--- config.mk ---
export PLATFORM = sky130hd
export DESIGN_NAME = gyro_yaw_fusion_estimator
export DESIGN_NICKNAME = d
export VERILOG_FILES = /design/src/rtl/gyf_pkg.sv /design/src/rtl/gyf_smul.sv /design/src/rtl/gyf_sdiv.sv /design/src/rtl/gyro_yaw_fusion_estimator.sv
export SDC_FILE = /design/constraint.sdc
export NUM_CORES = 2
export LEC_CHECK = 0
export ABC_AREA = 0
export BUFFER_PORTS_ARGS = -buffer_cell sky130_fd_sc_hd__buf_2
export CAP_MARGIN = 20
export CORE_UTILIZATION = 50
export CTS_CLUSTER_SIZE = 14
export DETAILED_ROUTE_END_ITERATION = 10
export PLACE_DENSITY = 0.67
export SYNTH_ARGS = -nofsm -noshare
export SYNTH_HDL_FRONTEND = slang
export SYNTH_HIERARCHICAL = 1
export SYNTH_SLANG_ARGS = --single-unit
--- constraint.sdc ---
create_clock -name clock -period 13.95 [get_ports clock]
set_clock_uncertainty 0.1 [all_clocks]
set_input_delay 1.395 -clock clock [delete_from_list [all_inputs] [get_ports clock]]
set_output_delay 1.395 -clock clock [all_outputs]
set_load 0.01 [all_outputs]
--- src/rtl/gyf_pkg.sv ---
// -----------------------------------------------------------------------------
// gyf_pkg
// Types, codes and constants shared by the gyro yaw fusion estimator.
// -----------------------------------------------------------------------------
package gyf_pkg;

   // Operation codes
   localparam logic [1:0] OP_SAMPLE    = 2'd0;
   localparam logic [1:0] OP_LOAD_CAL  = 2'd1;
   localparam logic [1:0] OP_CLEAR_INT = 2'd2;
   localparam logic [1:0] OP_NOP       = 2'd3;

   // Configuration register indexes
   localparam int CSR_IDX_W  = 3;
   localparam int CSR_DATA_W = 23;
   localparam logic [CSR_IDX_W-1:0] CSR_RATE_GAIN   = 3'd0;
   localparam logic [CSR_IDX_W-1:0] CSR_STILL_LIMIT = 3'd1;
   localparam logic [CSR_IDX_W-1:0] CSR_STILL_NEED  = 3'd2;
   localparam logic [CSR_IDX_W-1:0] CSR_BIAS_COEF   = 3'd3;
   localparam logic [CSR_IDX_W-1:0] CSR_TRUST_ANGLE = 3'd4;
   localparam logic [CSR_IDX_W-1:0] CSR_MAX_ERR     = 3'd5;
   localparam logic [CSR_IDX_W-1:0] CSR_GAIN_MOVING = 3'd6;
   localparam logic [CSR_IDX_W-1:0] CSR_GAIN_STATIC = 3'd7;

   // Serial arithmetic unit widths
   localparam int MUL_A_W = 34;
   localparam int MUL_B_W = 26;
   localparam int MUL_P_W = 60;
   localparam int DIV_N_W = 42;
   localparam int DIV_D_W = 16;

   localparam logic [7:0]         DT_CAP_MS   = 8'd200;
   localparam logic [7:0]         COUNT_MAX   = 8'd255;
   localparam logic [DIV_D_W-1:0] DT_DIVISOR  = 16'd90;
   localparam logic [DIV_N_W-1:0] DT_ROUND_UP = 42'd89;

   typedef struct packed {
      logic [1:0]         op;
      logic signed [15:0] yaw_raw;
      logic signed [15:0] rate_raw;
      logic [31:0]        tick_ms;
      logic signed [15:0] yaw_offset_value;
      logic signed [23:0] bias_value;
   } gyf_req_type;

   typedef struct packed {
      logic signed [15:0] yaw_out;
      logic signed [15:0] yaw_fused;
      logic signed [31:0] yaw_integral;
      logic signed [15:0] yaw_diff;
      logic signed [23:0] bias_out;
      logic               is_still;
      logic               is_calibrated;
   } gyf_rsp_type;

   typedef struct packed {
      logic                      start;
      logic signed [MUL_A_W-1:0] a;
      logic signed [MUL_B_W-1:0] b;
   } gyf_mul_req_type;

   typedef struct packed {
      logic               start;
      logic [DIV_N_W-1:0] num;
      logic [DIV_D_W-1:0] den;
   } gyf_div_req_type;

   // Clamp to the 24-bit signed bias range.
   function automatic logic signed [23:0] sat_bias(input logic signed [MUL_P_W-1:0] v);
      logic signed [MUL_P_W-1:0] hi;
      logic signed [MUL_P_W-1:0] lo;
      hi = 60'sd8388607;
      lo = -60'sd8388608;
      if (v > hi) begin
         return 24'sh7FFFFF;
      end else if (v < lo) begin
         return 24'sh800000;
      end
      return v[23:0];
   endfunction

endpackage

--- src/rtl/gyf_smul.sv ---
// -----------------------------------------------------------------------------
// gyf_smul
// Signed shift-add multiplier, one multiplier bit per cycle.
// -----------------------------------------------------------------------------
module gyf_smul
   import gyf_pkg::*;
(
   input  logic                      clock,
   input  logic                      reset,
   input  gyf_mul_req_type           mul_req,
   output logic                      done,
   output logic signed [MUL_P_W-1:0] product
);

   localparam int CNT_W = $clog2(MUL_B_W + 1);

   logic                      busy_ff, busy_in;
   logic                      done_ff, done_in;
   logic [CNT_W-1:0]          cnt_ff, cnt_in;
   logic                      neg_ff, neg_in;
   logic [MUL_A_W-1:0]        ma_ff, ma_in;
   logic [MUL_A_W:0]          hi_ff, hi_in;
   logic [MUL_B_W-1:0]        lo_ff, lo_in;
   logic signed [MUL_P_W-1:0] product_ff, product_in;

   logic [MUL_A_W-1:0] a_mag;
   logic [MUL_B_W-1:0] b_mag;
   logic [MUL_A_W:0]   sum;
   logic [MUL_P_W-1:0] mag;

   assign a_mag = mul_req.a[MUL_A_W-1] ? MUL_A_W'(-mul_req.a) : MUL_A_W'(mul_req.a);
   assign b_mag = mul_req.b[MUL_B_W-1] ? MUL_B_W'(-mul_req.b) : MUL_B_W'(mul_req.b);
   assign sum   = hi_ff + (lo_ff[0] ? {1'b0, ma_ff} : '0);
   assign mag   = MUL_P_W'({hi_ff, lo_ff});

   always_comb begin
      busy_in    = busy_ff;
      done_in    = 1'b0;
      cnt_in     = cnt_ff;
      neg_in     = neg_ff;
      ma_in      = ma_ff;
      hi_in      = hi_ff;
      lo_in      = lo_ff;
      product_in = product_ff;
      if (mul_req.start) begin
         busy_in = 1'b1;
         cnt_in  = CNT_W'(MUL_B_W);
         neg_in  = mul_req.a[MUL_A_W-1] ^ mul_req.b[MUL_B_W-1];
         ma_in   = a_mag;
         hi_in   = '0;
         lo_in   = b_mag;
      end else if (busy_ff && cnt_ff != '0) begin
         // add and shift right
         hi_in  = {1'b0, sum[MUL_A_W:1]};
         lo_in  = {sum[0], lo_ff[MUL_B_W-1:1]};
         cnt_in = cnt_ff - 1'b1;
      end else if (busy_ff) begin
         product_in = neg_ff ? -mag : mag;
         done_in    = 1'b1;
         busy_in    = 1'b0;
      end
   end

   always_ff @(posedge clock) begin
      if (reset) begin
         busy_ff <= 1'b0;
         done_ff <= 1'b0;
         cnt_ff  <= '0;
      end else begin
         busy_ff <= busy_in;
         done_ff <= done_in;
         cnt_ff  <= cnt_in;
      end
   end

   always_ff @(posedge clock) begin
      neg_ff     <= neg_in;
      ma_ff      <= ma_in;
      hi_ff      <= hi_in;
      lo_ff      <= lo_in;
      product_ff <= product_in;
   end

   assign done    = done_ff;
   assign product = product_ff;

endmodule

--- src/rtl/gyf_sdiv.sv ---
// -----------------------------------------------------------------------------
// gyf_sdiv
// Unsigned restoring divider, one quotient bit per cycle.
// -----------------------------------------------------------------------------
module gyf_sdiv
   import gyf_pkg::*;
(
   input  logic               clock,
   input  logic               reset,
   input  gyf_div_req_type    div_req,
   output logic               done,
   output logic [DIV_N_W-1:0] quotient
);

   localparam int CNT_W = $clog2(DIV_N_W + 1);

   logic               busy_ff, busy_in;
   logic               done_ff, done_in;
   logic [CNT_W-1:0]   cnt_ff, cnt_in;
   logic [DIV_N_W-1:0] num_ff, num_in;
   logic [DIV_D_W-1:0] rem_ff, rem_in;
   logic [DIV_D_W-1:0] den_ff, den_in;

   logic [DIV_D_W:0] r_sh;
   logic [DIV_D_W:0] r_sub;
   logic             ge;

   assign r_sh  = {rem_ff, num_ff[DIV_N_W-1]};
   assign r_sub = r_sh - {1'b0, den_ff};
   assign ge    = r_sh >= {1'b0, den_ff};

   always_comb begin
      busy_in = busy_ff;
      done_in = 1'b0;
      cnt_in  = cnt_ff;
      num_in  = num_ff;
      rem_in  = rem_ff;
      den_in  = den_ff;
      if (div_req.start) begin
         busy_in = 1'b1;
         cnt_in  = CNT_W'(DIV_N_W);
         num_in  = div_req.num;
         rem_in  = '0;
         den_in  = div_req.den;
      end else if (busy_ff && cnt_ff != '0) begin
         rem_in = ge ? r_sub[DIV_D_W-1:0] : r_sh[DIV_D_W-1:0];
         num_in = {num_ff[DIV_N_W-2:0], ge};
         cnt_in = cnt_ff - 1'b1;
      end else if (busy_ff) begin
         done_in = 1'b1;
         busy_in = 1'b0;
      end
   end

   always_ff @(posedge clock) begin
      if (reset) begin
         busy_ff <= 1'b0;
         done_ff <= 1'b0;
         cnt_ff  <= '0;
      end else begin
         busy_ff <= busy_in;
         done_ff <= done_in;
         cnt_ff  <= cnt_in;
      end
   end

   always_ff @(posedge clock) begin
      num_ff <= num_in;
      rem_ff <= rem_in;
      den_ff <= den_in;
   end

   assign done     = done_ff;
   assign quotient = num_ff;

endmodule

--- src/rtl/gyro_yaw_fusion_estimator.sv ---
// -----------------------------------------------------------------------------
// gyro_yaw_fusion_estimator
// Gyro yaw integrator with rate-bias learning and module-yaw correction.
// -----------------------------------------------------------------------------
// One transaction in gives one transaction out. Commands (load calibration,
// clear integral, no-op) and uncalibrated samples go straight to the output
// state. A calibrated sample runs through one shared bit-serial multiplier
// and one shared bit-serial divider: rate scaling, optional bias update, rate
// times dt, the divide by 90, the trust divide and two correction products.
// One transaction is in work at a time; a new request is taken once the
// previous result sits in the output register, even if it has not been taken
// yet.
// -----------------------------------------------------------------------------
module gyro_yaw_fusion_estimator
   import gyf_pkg::*;
(
   input  logic                  clock,
   input  logic                  reset,
   input  logic                  req_valid,
   output logic                  req_ready,
   input  gyf_req_type           req_payload,
   output logic                  rsp_valid,
   input  logic                  rsp_ready,
   output gyf_rsp_type           rsp_payload,
   input  logic                  csr_we,
   input  logic [CSR_IDX_W-1:0]  csr_index,
   input  logic [CSR_DATA_W-1:0] csr_wdata
);

   localparam logic [3:0] ST_IDLE = 4'd0;
   localparam logic [3:0] ST_MUL1 = 4'd1;  // rate times gain
   localparam logic [3:0] ST_MUL2 = 4'd2;  // bias low-pass
   localparam logic [3:0] ST_MUL3 = 4'd3;  // corrected rate times dt
   localparam logic [3:0] ST_DIV3 = 4'd4;  // divide by 90
   localparam logic [3:0] ST_CORR = 4'd5;  // error and trust setup
   localparam logic [3:0] ST_DIVT = 4'd6;  // trust divide
   localparam logic [3:0] ST_MUL4 = 4'd7;  // trust times gain
   localparam logic [3:0] ST_MUL5 = 4'd8;  // times error
   localparam logic [3:0] ST_OUT  = 4'd9;  // load output register

   // Configuration
   logic signed [15:0] cfg_rate_gain_ff;
   logic [22:0]        cfg_still_limit_ff;
   logic [7:0]         cfg_still_need_ff;
   logic [15:0]        cfg_bias_coef_ff;
   logic [15:0]        cfg_trust_angle_ff;
   logic [15:0]        cfg_max_err_ff;
   logic [15:0]        cfg_gain_moving_ff;
   logic [15:0]        cfg_gain_static_ff;

   // Control and architectural state
   logic [3:0]         state_ff, state_in;
   logic [47:0]        accum_ff, accum_in;
   logic signed [23:0] rb_ff, rb_in;
   logic [31:0]        last_ff, last_in;
   logic [7:0]         cnt_ff, cnt_in;
   logic               cal_ff, cal_in;
   logic signed [15:0] off_ff, off_in;
   logic               tv_ff, tv_in;
   logic               rsp_valid_ff, rsp_valid_in;

   // Per-transaction working registers
   gyf_req_type        req_ff, req_in;
   logic signed [23:0] meas_ff, meas_in;
   logic [7:0]         dt_ff, dt_in;
   logic               neg_ff, neg_in;
   logic signed [15:0] yf_ff, yf_in;
   logic signed [15:0] err_ff, err_in;
   logic [31:0]        corr_ff, corr_in;
   gyf_rsp_type        rsp_ff, rsp_in;

   // Arithmetic units
   gyf_mul_req_type           mul_req;
   logic                      mul_done;
   logic signed [MUL_P_W-1:0] mul_product;
   gyf_div_req_type           div_req;
   logic                      div_done;
   logic [DIV_N_W-1:0]        div_quotient;

   gyf_smul u_mul (
      .clock   (clock),
      .reset   (reset),
      .mul_req (mul_req),
      .done    (mul_done),
      .product (mul_product)
   );

   gyf_sdiv u_div (
      .clock    (clock),
      .reset    (reset),
      .div_req  (div_req),
      .done     (div_done),
      .quotient (div_quotient)
   );

   // Datapath helpers
   logic signed [23:0] meas_new;
   logic [23:0]        meas_abs;
   logic               rate_low;
   logic [31:0]        dt_raw;
   logic [7:0]         dt_cap;
   logic [7:0]         cnt_next;
   logic               still_next;
   logic               still_now;
   logic signed [24:0] diff_new;
   logic signed [23:0] rb_upd;
   logic signed [24:0] diff_upd;
   logic signed [24:0] diff_p3;
   logic [MUL_P_W-1:0] p_abs;
   logic [DIV_N_W-1:0] dt_num;
   logic [47:0]        accum_step;
   logic signed [15:0] wrap_int;
   logic signed [16:0] yf_ext;
   logic [16:0]        afused;
   logic [15:0]        trust_span;
   logic [16:0]        trust;
   logic [15:0]        err_abs;
   logic [15:0]        kp;
   logic [31:0]        out_sum;

   assign meas_new   = sat_bias(mul_product >>> 6);
   assign meas_abs   = meas_new[23] ? 24'(-meas_new) : 24'(meas_new);
   assign rate_low   = meas_abs < {1'b0, cfg_still_limit_ff};
   assign dt_raw     = req_ff.tick_ms - last_ff;
   assign dt_cap     = (dt_raw > 32'(DT_CAP_MS)) ? DT_CAP_MS : dt_raw[7:0];
   assign cnt_next   = rate_low ? ((cnt_ff == COUNT_MAX) ? COUNT_MAX : cnt_ff + 8'd1) : 8'd0;
   assign still_next = cnt_next >= cfg_still_need_ff;
   assign still_now  = cnt_ff >= cfg_still_need_ff;
   assign diff_new   = {meas_new[23], meas_new} - {rb_ff[23], rb_ff};
   assign rb_upd     = sat_bias($signed({{(MUL_P_W-24){rb_ff[23]}}, rb_ff})
                                + (mul_product >>> 16));
   assign diff_upd   = {meas_ff[23], meas_ff} - {rb_upd[23], rb_upd};
   assign diff_p3    = (state_ff == ST_MUL1) ? diff_new : diff_upd;
   assign p_abs      = mul_product[MUL_P_W-1] ? MUL_P_W'(-mul_product)
                                              : MUL_P_W'(mul_product);
   // floor of a negative quotient: round the magnitude up
   assign dt_num     = {p_abs[33:0], 8'd0}
                       + (mul_product[MUL_P_W-1] ? DT_ROUND_UP : '0);
   assign accum_step = neg_ff ? -48'(div_quotient) : 48'(div_quotient);
   assign wrap_int   = accum_ff[31:16];
   assign yf_ext     = {yf_ff[15], yf_ff};
   assign afused     = yf_ff[15] ? 17'(-yf_ext) : 17'(yf_ext);
   assign trust_span = 16'({1'b0, cfg_trust_angle_ff} - afused);
   assign trust      = div_quotient[16:0];
   assign err_abs    = err_ff[15] ? 16'(-err_ff) : 16'(err_ff);
   assign kp         = still_now ? cfg_gain_static_ff : cfg_gain_moving_ff;
   assign out_sum    = accum_ff[31:0] + corr_ff;

   always_comb begin
      state_in     = state_ff;
      accum_in     = accum_ff;
      rb_in        = rb_ff;
      last_in      = last_ff;
      cnt_in       = cnt_ff;
      cal_in       = cal_ff;
      off_in       = off_ff;
      tv_in        = tv_ff;
      req_in       = req_ff;
      meas_in      = meas_ff;
      dt_in        = dt_ff;
      neg_in       = neg_ff;
      yf_in        = yf_ff;
      err_in       = err_ff;
      corr_in      = corr_ff;
      rsp_in       = rsp_ff;
      rsp_valid_in = rsp_valid_ff && !rsp_ready;
      mul_req      = '0;
      div_req      = '0;

      case (state_ff)
         ST_IDLE: begin
            if (req_valid) begin
               req_in   = req_payload;
               state_in = ST_OUT;
               case (req_payload.op)
                  OP_LOAD_CAL: begin
                     off_in   = req_payload.yaw_offset_value;
                     rb_in    = req_payload.bias_value;
                     cal_in   = 1'b1;
                     accum_in = '0;
                     cnt_in   = '0;
                     last_in  = req_payload.tick_ms;
                     tv_in    = 1'b1;
                  end
                  OP_CLEAR_INT: begin
                     accum_in = '0;
                     cnt_in   = '0;
                     last_in  = req_payload.tick_ms;
                     tv_in    = 1'b1;
                  end
                  OP_SAMPLE: begin
                     if (cal_ff) begin
                        yf_in       = req_payload.yaw_raw - off_ff;
                        mul_req.start = 1'b1;
                        mul_req.a   = {{(MUL_A_W-16){cfg_rate_gain_ff[15]}}, cfg_rate_gain_ff};
                        mul_req.b   = {{(MUL_B_W-16){req_payload.rate_raw[15]}},
                                       req_payload.rate_raw};
                        state_in    = ST_MUL1;
                     end else begin
                        yf_in = req_payload.yaw_raw;
                     end
                  end
                  default: begin
                     // no-op: report state only
                  end
               endcase
            end
         end

         ST_MUL1: begin
            if (mul_done) begin
               meas_in = meas_new;
               last_in = req_ff.tick_ms;
               tv_in   = 1'b1;
               if (!tv_ff || dt_raw == '0) begin
                  // first tick only latches; zero dt skips integration
                  state_in = ST_CORR;
               end else begin
                  dt_in  = dt_cap;
                  cnt_in = cnt_next;
                  mul_req.start = 1'b1;
                  if (still_next) begin
                     mul_req.a = {{(MUL_A_W-16){1'b0}}, cfg_bias_coef_ff};
                     mul_req.b = {diff_new[24], diff_new};
                     state_in  = ST_MUL2;
                  end else begin
                     mul_req.a = {{(MUL_A_W-25){diff_p3[24]}}, diff_p3};
                     mul_req.b = {{(MUL_B_W-8){1'b0}}, dt_cap};
                     state_in  = ST_MUL3;
                  end
               end
            end
         end

         ST_MUL2: begin
            if (mul_done) begin
               rb_in         = rb_upd;
               mul_req.start = 1'b1;
               mul_req.a     = {{(MUL_A_W-25){diff_p3[24]}}, diff_p3};
               mul_req.b     = {{(MUL_B_W-8){1'b0}}, dt_ff};
               state_in      = ST_MUL3;
            end
         end

         ST_MUL3: begin
            if (mul_done) begin
               neg_in        = mul_product[MUL_P_W-1];
               div_req.start = 1'b1;
               div_req.num   = dt_num;
               div_req.den   = DT_DIVISOR;
               state_in      = ST_DIV3;
            end
         end

         ST_DIV3: begin
            if (div_done) begin
               accum_in = accum_ff + accum_step;
               state_in = ST_CORR;
            end
         end

         ST_CORR: begin
            err_in  = yf_ff - wrap_int;
            corr_in = '0;
            if (afused < {1'b0, cfg_trust_angle_ff}) begin
               div_req.start = 1'b1;
               div_req.num   = DIV_N_W'({trust_span, 16'd0});
               div_req.den   = cfg_trust_angle_ff;
               state_in      = ST_DIVT;
            end else begin
               state_in = ST_OUT;
            end
         end

         ST_DIVT: begin
            if (div_done) begin
               if (trust != '0 && err_abs <= cfg_max_err_ff) begin
                  mul_req.start = 1'b1;
                  mul_req.a     = {{(MUL_A_W-17){1'b0}}, trust};
                  mul_req.b     = {{(MUL_B_W-16){1'b0}}, kp};
                  state_in      = ST_MUL4;
               end else begin
                  state_in = ST_OUT;
               end
            end
         end

         ST_MUL4: begin
            if (mul_done) begin
               mul_req.start = 1'b1;
               mul_req.a     = mul_product[MUL_A_W-1:0];
               mul_req.b     = {{(MUL_B_W-16){err_ff[15]}}, err_ff};
               state_in      = ST_MUL5;
            end
         end

         ST_MUL5: begin
            if (mul_done) begin
               corr_in  = mul_product[47:16];
               state_in = ST_OUT;
            end
         end

         ST_OUT: begin
            // hold until the output register is free
            if (!rsp_valid_ff || rsp_ready) begin
               rsp_in.yaw_integral  = accum_ff[47:16];
               rsp_in.bias_out      = rb_ff;
               rsp_in.is_still      = still_now;
               rsp_in.is_calibrated = cal_ff;
               if (req_ff.op == OP_SAMPLE) begin
                  rsp_in.yaw_out   = cal_ff ? out_sum[31:16] : yf_ff;
                  rsp_in.yaw_fused = yf_ff;
                  rsp_in.yaw_diff  = yf_ff - wrap_int;
               end else begin
                  rsp_in.yaw_out   = '0;
                  rsp_in.yaw_fused = '0;
                  rsp_in.yaw_diff  = '0;
               end
               rsp_valid_in = 1'b1;
               state_in     = ST_IDLE;
            end
         end

         default: begin
            state_in = ST_IDLE;
         end
      endcase
   end

   always_ff @(posedge clock) begin
      if (reset) begin
         state_ff     <= ST_IDLE;
         accum_ff     <= '0;
         rb_ff        <= '0;
         last_ff      <= '0;
         cnt_ff       <= '0;
         cal_ff       <= 1'b0;
         off_ff       <= '0;
         tv_ff        <= 1'b0;
         rsp_valid_ff <= 1'b0;
      end else begin
         state_ff     <= state_in;
         accum_ff     <= accum_in;
         rb_ff        <= rb_in;
         last_ff      <= last_in;
         cnt_ff       <= cnt_in;
         cal_ff       <= cal_in;
         off_ff       <= off_in;
         tv_ff        <= tv_in;
         rsp_valid_ff <= rsp_valid_in;
      end
   end

   always_ff @(posedge clock) begin
      req_ff  <= req_in;
      meas_ff <= meas_in;
      dt_ff   <= dt_in;
      neg_ff  <= neg_in;
      yf_ff   <= yf_in;
      err_ff  <= err_in;
      corr_ff <= corr_in;
      rsp_ff  <= rsp_in;
   end

   // Configuration writes land directly; user keeps block idle, unenforced.
   always_ff @(posedge clock) begin
      if (reset) begin
         cfg_rate_gain_ff   <= 16'sd16384;
         cfg_still_limit_ff <= 23'd2048;
         cfg_still_need_ff  <= 8'd10;
         cfg_bias_coef_ff   <= 16'd66;
         cfg_trust_angle_ff <= 16'd5461;
         cfg_max_err_ff     <= 16'd1820;
         cfg_gain_moving_ff <= 16'd655;
         cfg_gain_static_ff <= 16'd3277;
      end else if (csr_we) begin
         case (csr_index)
            CSR_RATE_GAIN:   cfg_rate_gain_ff   <= csr_wdata[15:0];
            CSR_STILL_LIMIT: cfg_still_limit_ff <= csr_wdata;
            CSR_STILL_NEED:  cfg_still_need_ff  <= csr_wdata[7:0];
            CSR_BIAS_COEF:   cfg_bias_coef_ff   <= csr_wdata[15:0];
            CSR_TRUST_ANGLE: cfg_trust_angle_ff <= csr_wdata[15:0];
            CSR_MAX_ERR:     cfg_max_err_ff     <= csr_wdata[15:0];
            CSR_GAIN_MOVING: cfg_gain_moving_ff <= csr_wdata[15:0];
            CSR_GAIN_STATIC: cfg_gain_static_ff <= csr_wdata[15:0];
            default: begin
            end
         endcase
      end
   end

   assign req_ready   = (state_ff == ST_IDLE);
   assign rsp_valid   = rsp_valid_ff;
   assign rsp_payload = rsp_ff;

endmodule

After elaboration in Yosys (flattened, before gate mapping)
Cells that the tools add are included.

word-level totals
  bits of input ports = 137
  word-level logic and storage cells = 267
  output and inout bits = 108
  register bits after elaboration = 743

cells by class
  magnitude comparators = 11
  eq/ne operators = 33
  multiplexer cells = 97
  reduce and logical (&&, ||, !) cells = 50
  $add $sub $neg = 23
  bitwise logic cells = 4

operator list
  kind                                                              count
  two-way mux 61 bit                                                9
  case mux 61 bit (5 select lines)                                  1
  two-way mux 24 bit                                                10
  two-way mux 48 bit                                                4
  two-way mux 32 bit                                                4
  case mux 32 bit (2 select lines)                                  2
  two-way mux 60 bit                                                2
  two-way mux 59 bit                                                2
  case mux 59 bit (2 select lines)                                  1
  case mux 48 bit (2 select lines)                                  1
  two-way mux 42 bit                                                2
  two-way mux 16 bit                                                5
  two-way mux 26 bit                                                3
  two-way mux 34 bit                                                2
  negation 34 bit                                                   2
  subtractor 16 bit                                                 4
  negation 60 bit                                                   1
  two-way mux 8 bit                                                 7
  greater-than comparator 54 x 24 -> 1 bit (second input constant)  1
  < comparator 54 x 24 -> 1 bit (second input constant)             1
  two-way mux 4 bit                                                 13
  subtractor 24 x 24 -> 25 bit                                      2
  adder 48 bit                                                      1
  negation 42 -> 48 bit                                             1
  64 further kinds                                                  137

Depth between registers and ports, before layout
  word-level depth = 16
  mapped depth = 49
  depth with buffers taken out = 45

Modules after synthesis
Netlist, hierarchy kept.

by module, submodules not included
  module                     cells an instance  area each (sq um)  instances  sequential area each (sq um)
  gyro_yaw_fusion_estimator  4,609              37,707.4           1          12,361.9
  gyf_smul                   1,042              10,023.4           1          4,454.3
  gyf_sdiv                   357                4,196.5            1          2,222.1

Worst setup path after synthesis
No wires, ideal clock.

  path type = register -> register
  start = reg u_mul.product_ff[32], in the netlist u_mul/product[32]
  end = reg u_mul.lo_ff[22], data pin
  library setup time = 0.260 ns
  period minus slack after synthesis = 10.326 ns
  path buffers = 4
  required time = 13.590 ns
  cell stages (with the launch flop) = 48
  arrival = 9.967 ns
  slack = 3.624 ns
  cells stage by stage = edfxtp_1 nor4_1 and3_1 nand3_1 clkbuf_1 nor2_1 o21ai_0 inv_1 ha_1 o21ai_0 a2111oi_2 nand3_1 or3b_2 or4_1 clkbuf_1 nand3_1 o21ai_0 a22oi_1 [12 not listed] a21o_1 a21o_1 a21o_1 a21o_1 a21o_1 a21o_1 clkinv_1 nor2_2 clkbuf_1 a21oi_1 o21ai_0 or3b_2 o31a_1 o41ai_1 nand2_1 a21oi_1 xnor2_1 mux2_2

RTL lines
  what                      RTL line        text
  start: declaration        gyf_smul.sv:24  logic signed [MUL_P_W-1:0] product_ff, product_in;
  start signal: assignment  gyf_smul.sv:81  product_ff <= product_in;
  end signal: assignment    gyf_smul.sv:80  lo_ff <= lo_in;
  end: declaration          gyf_smul.sv:23  logic [MUL_B_W-1:0] lo_ff, lo_in;

==> metrics.cfg <==
[placement]
port_buffers = 244
dp_hpwl_mm = 140
placed_area_um2 = 54300
pre_cts_ws_ps = 1680
gp_congestion = 1.05

[flow_run]
drv_cap = 0

[critical_path]
slowest_stage = o41ai_1
crit_top_cell = a21o_1
required_ps = 14290
cp_max_fo = 20
crit_family = compound AO/OA/AOI/OAI gates
cp-start-kind = flop
cp.arrival_ps = 12740
max_stage_delay_ps = 800
crit_buf_inv = 3
critPathCaptureType = flop
critical_path_class = flop to flop

[finish]
final_cell_mix = nand2_1 (743), a21oi_1 (472), edfxtp_1 (416)
seqCellArea_um2 = 19000
layout_commonest_cell = nand2_1
fin_util_pct = 55.9
syn2layout_area_growth_pct = 10.2
stdcell_area_um2 = 57200
nNetsFinal = 6632
num-fill-cells = 9363
drive_gt1_share_pct = 9.94
multi_input_area_um2 = 30600

[detailed_routing]
detail_route.first_pass.iterations = 8
wl_met1_mm = 77.2
wire_per_inst_um = 24.3
num_vias = 46900
route.met3.wl_mm = 16.1
highest_layer = met5
wl_met2_mm = 81.0
drc = 0
vias_per_cell = 6.20
drtIter0Drc = 5022
drt-total-wl_mm = 184
ant_nets = 0

[clocking]
htree_levels = 3
clock-sinks = 743
cts-buffers-inserted = 86
worstSkewPairLatency_ps = 690
ctsResizeCount = 0
clk_pin_slew_ps = 60
cts_tree = done
postCtsSetupBuffers = 0
clockBufferDepth = 3
hold_buffers = 0
cts_root_buf = clkbuf_16

[global_route]
grt_start_max_net_pins = 165
grt_overflow = 0
grt_first_pass_wirelength_mm = 271
antenna_found_initial = 12
track_usage_pct = 34.1
grt_pass1_vias = 43400

[pwr]
seqPwrFrac_pct = 37.3
p_clk_share_pct = 32.1
sw_frac_of_total_pct = 35.9
p_per_area_nw_per_um2 = 127
leakagePower_nw = 22.7
ir_drop_uv = 150
combinationalPowerShare_pct = 30.5
p_int_mw = 4.67
power.net_switching_mw = 2.62

[logic_synthesis]
syn_area_um2 = 51900
ys_ff_latch = 743
ys_seq_area_share_pct = 36.7
syn_area_per_cell_um2 = 8.64
yosys_warnings = 6
synthCells = 6008
synth_cell_types = 108
synthFlopType = edfxtp_1
async_flop_share_pct = 0
synth_edf_count = 416

[timing]
fmax_mhz = 80.6
hold_viol = 0
rsz0062_at_grt = no
tightest_slew_ps = 1130
setup_viol = 0
finalWorstSetupSlack_ps = 1540
drv_slew = 0
slew_headroom_pct = 24.2
period_needed_ps = 12410
post-route-period-util_pct = 88.9
finalSetupTns_ps = 0

[floorplan]
die_h_um = 324
ios = 245
die_area_um2 = 105000
core-area_um2 = 102000
start_util_pct = 50.7
rows = 117
dieWidth_um = 324

[worst_hold_path]
hold_path.class = flop to flop

[status]
outcome = completed

layer usage:
metal	global-route usage [%]	vias up
li1	-	22100
met1	45.9	22400
met2	53.2	1989
met3	6.34	436
met4	15.4	14
met5	0	-
power groups by stage:
stage	Clock [mW]	Combinational (mW)	Sequential, mW
floorplan	0	1.55	2.69
global placement	0	2.16	2.76
detailed placement	0	2.17	2.76
CTS	2.37	2.19	2.71
global route	2.45	2.42	2.73
finish	2.34	2.23	2.72
layout make-up:
type                            instances  share of cell area, %
Antenna cell                            1                0.00437
Clock inverter                         46                  0.931
Sequential cell                       743                   33.3
Inverter                              331                   2.17
Clock buffer                          115                   4.04
Tap cell                             1368                   2.99
Multi-Input combinational cell       4636                   53.4
Timing Repair Buffer                  316                   3.19
worst register-to-register path, delay by kind of cell, from the launching register on:
kind	cells	cell delay, ps
AO/OA/AOI/OAI	20	5230
AND/OR/NAND/NOR	13	4420
adder cells (fa/ha/maj)	4	960
flip-flops	1	580
buffers and inverters	3	500
multiplexers	1	270
XOR/XNOR	1	80
state kept, by name, summed over array words and instances (netlist names), 23 cells and up:
name	count
rb_ff	24
rsp_payload	106
cfg_still_limit_ff	23
u_mul/product	60
u_div/quotient	42
meas_ff	24
corr_ff	32
req_ff	34
accum_ff	48
u_mul/hi_ff	34
u_mul/ma_ff	34
u_mul/lo_ff	26
last_ff	32
through the flow:
step / cells / hold slack [ps] / total power, mW
after detailed placement: 7387 / 346 / 4.93
after global placement: 7386 / 341 / 4.91
after CTS: 7548 / 354 / 7.26
after floorplan: 6011 / 335 / 4.24
after global routing: 7555 / 368 / 7.60
final: 7556 / 354 / 7.29
cells in the mapped netlist, drive strengths merged (33+ instances only):
| cell type | instances | area [µm²] |
|---|---|---|
| a21o | 155 | 1160 |
| nor2b | 50 | 313 |
| nand4 | 78 | 488 |
| nor4 | 52 | 338 |
| and3 | 82 | 513 |
| a21oi | 475 | 2390 |
| or4 | 49 | 375 |
| nor3 | 138 | 696 |
| edfxtp | 416 | 12500 |
| a22oi | 42 | 315 |
| nand3 | 120 | 606 |
| or3 | 71 | 459 |
| nand2b | 63 | 394 |
| xor2 | 131 | 1150 |
| o21ai | 375 | 1880 |
| o211ai | 53 | 398 |
| ha | 371 | 4640 |
| inv | 328 | 1230 |
| mux2 | 57 | 642 |
| o21a | 50 | 375 |
| a31oi | 49 | 313 |
| and2 | 91 | 572 |
| clkbuf | 269 | 1020 |
| nand2 | 746 | 2800 |
| o31ai | 79 | 607 |
| mux2i | 56 | 561 |
| o41ai | 33 | 308 |
| a211oi | 40 | 300 |
| dfxtp | 327 | 6550 |
| a311oi | 38 | 333 |
| nor2 | 411 | 1550 |
| xnor2 | 291 | 2550 |
cells by family (layout without fill, tap and decap cells):
family	Yosys count	after routing	share of synthesized area [%]
other	1	5	0.00722
buffers and inverters	632	808	4.71
XOR/XNOR	422	422	7.12
flip-flops	743	743	36.7
multiplexers	113	113	2.32
adder cells (fa/ha/maj)	387	387	9.44
AO/OA/AOI/OAI	1667	1667	20.8
AND/OR/NAND/NOR	2043	2043	18.9
path summary, 6_finish.rpt:
| path | from | end | slack (ps) | depth (start not counted) |
|---|---|---|---|---|
| max | u_mul/product[33] | u_mul/lo_ff[22] | 1540 | 42 |
| min | off_ff[13] | off_ff[13] | 350 | 2 |
| max reg2reg | u_mul/product[33] | u_mul/lo_ff[22] | 1540 | 42 |
| min reg2reg | off_ff[13] | off_ff[13] | 350 | 2 |
Note: power is estimated with default switching activity, not from simulation.
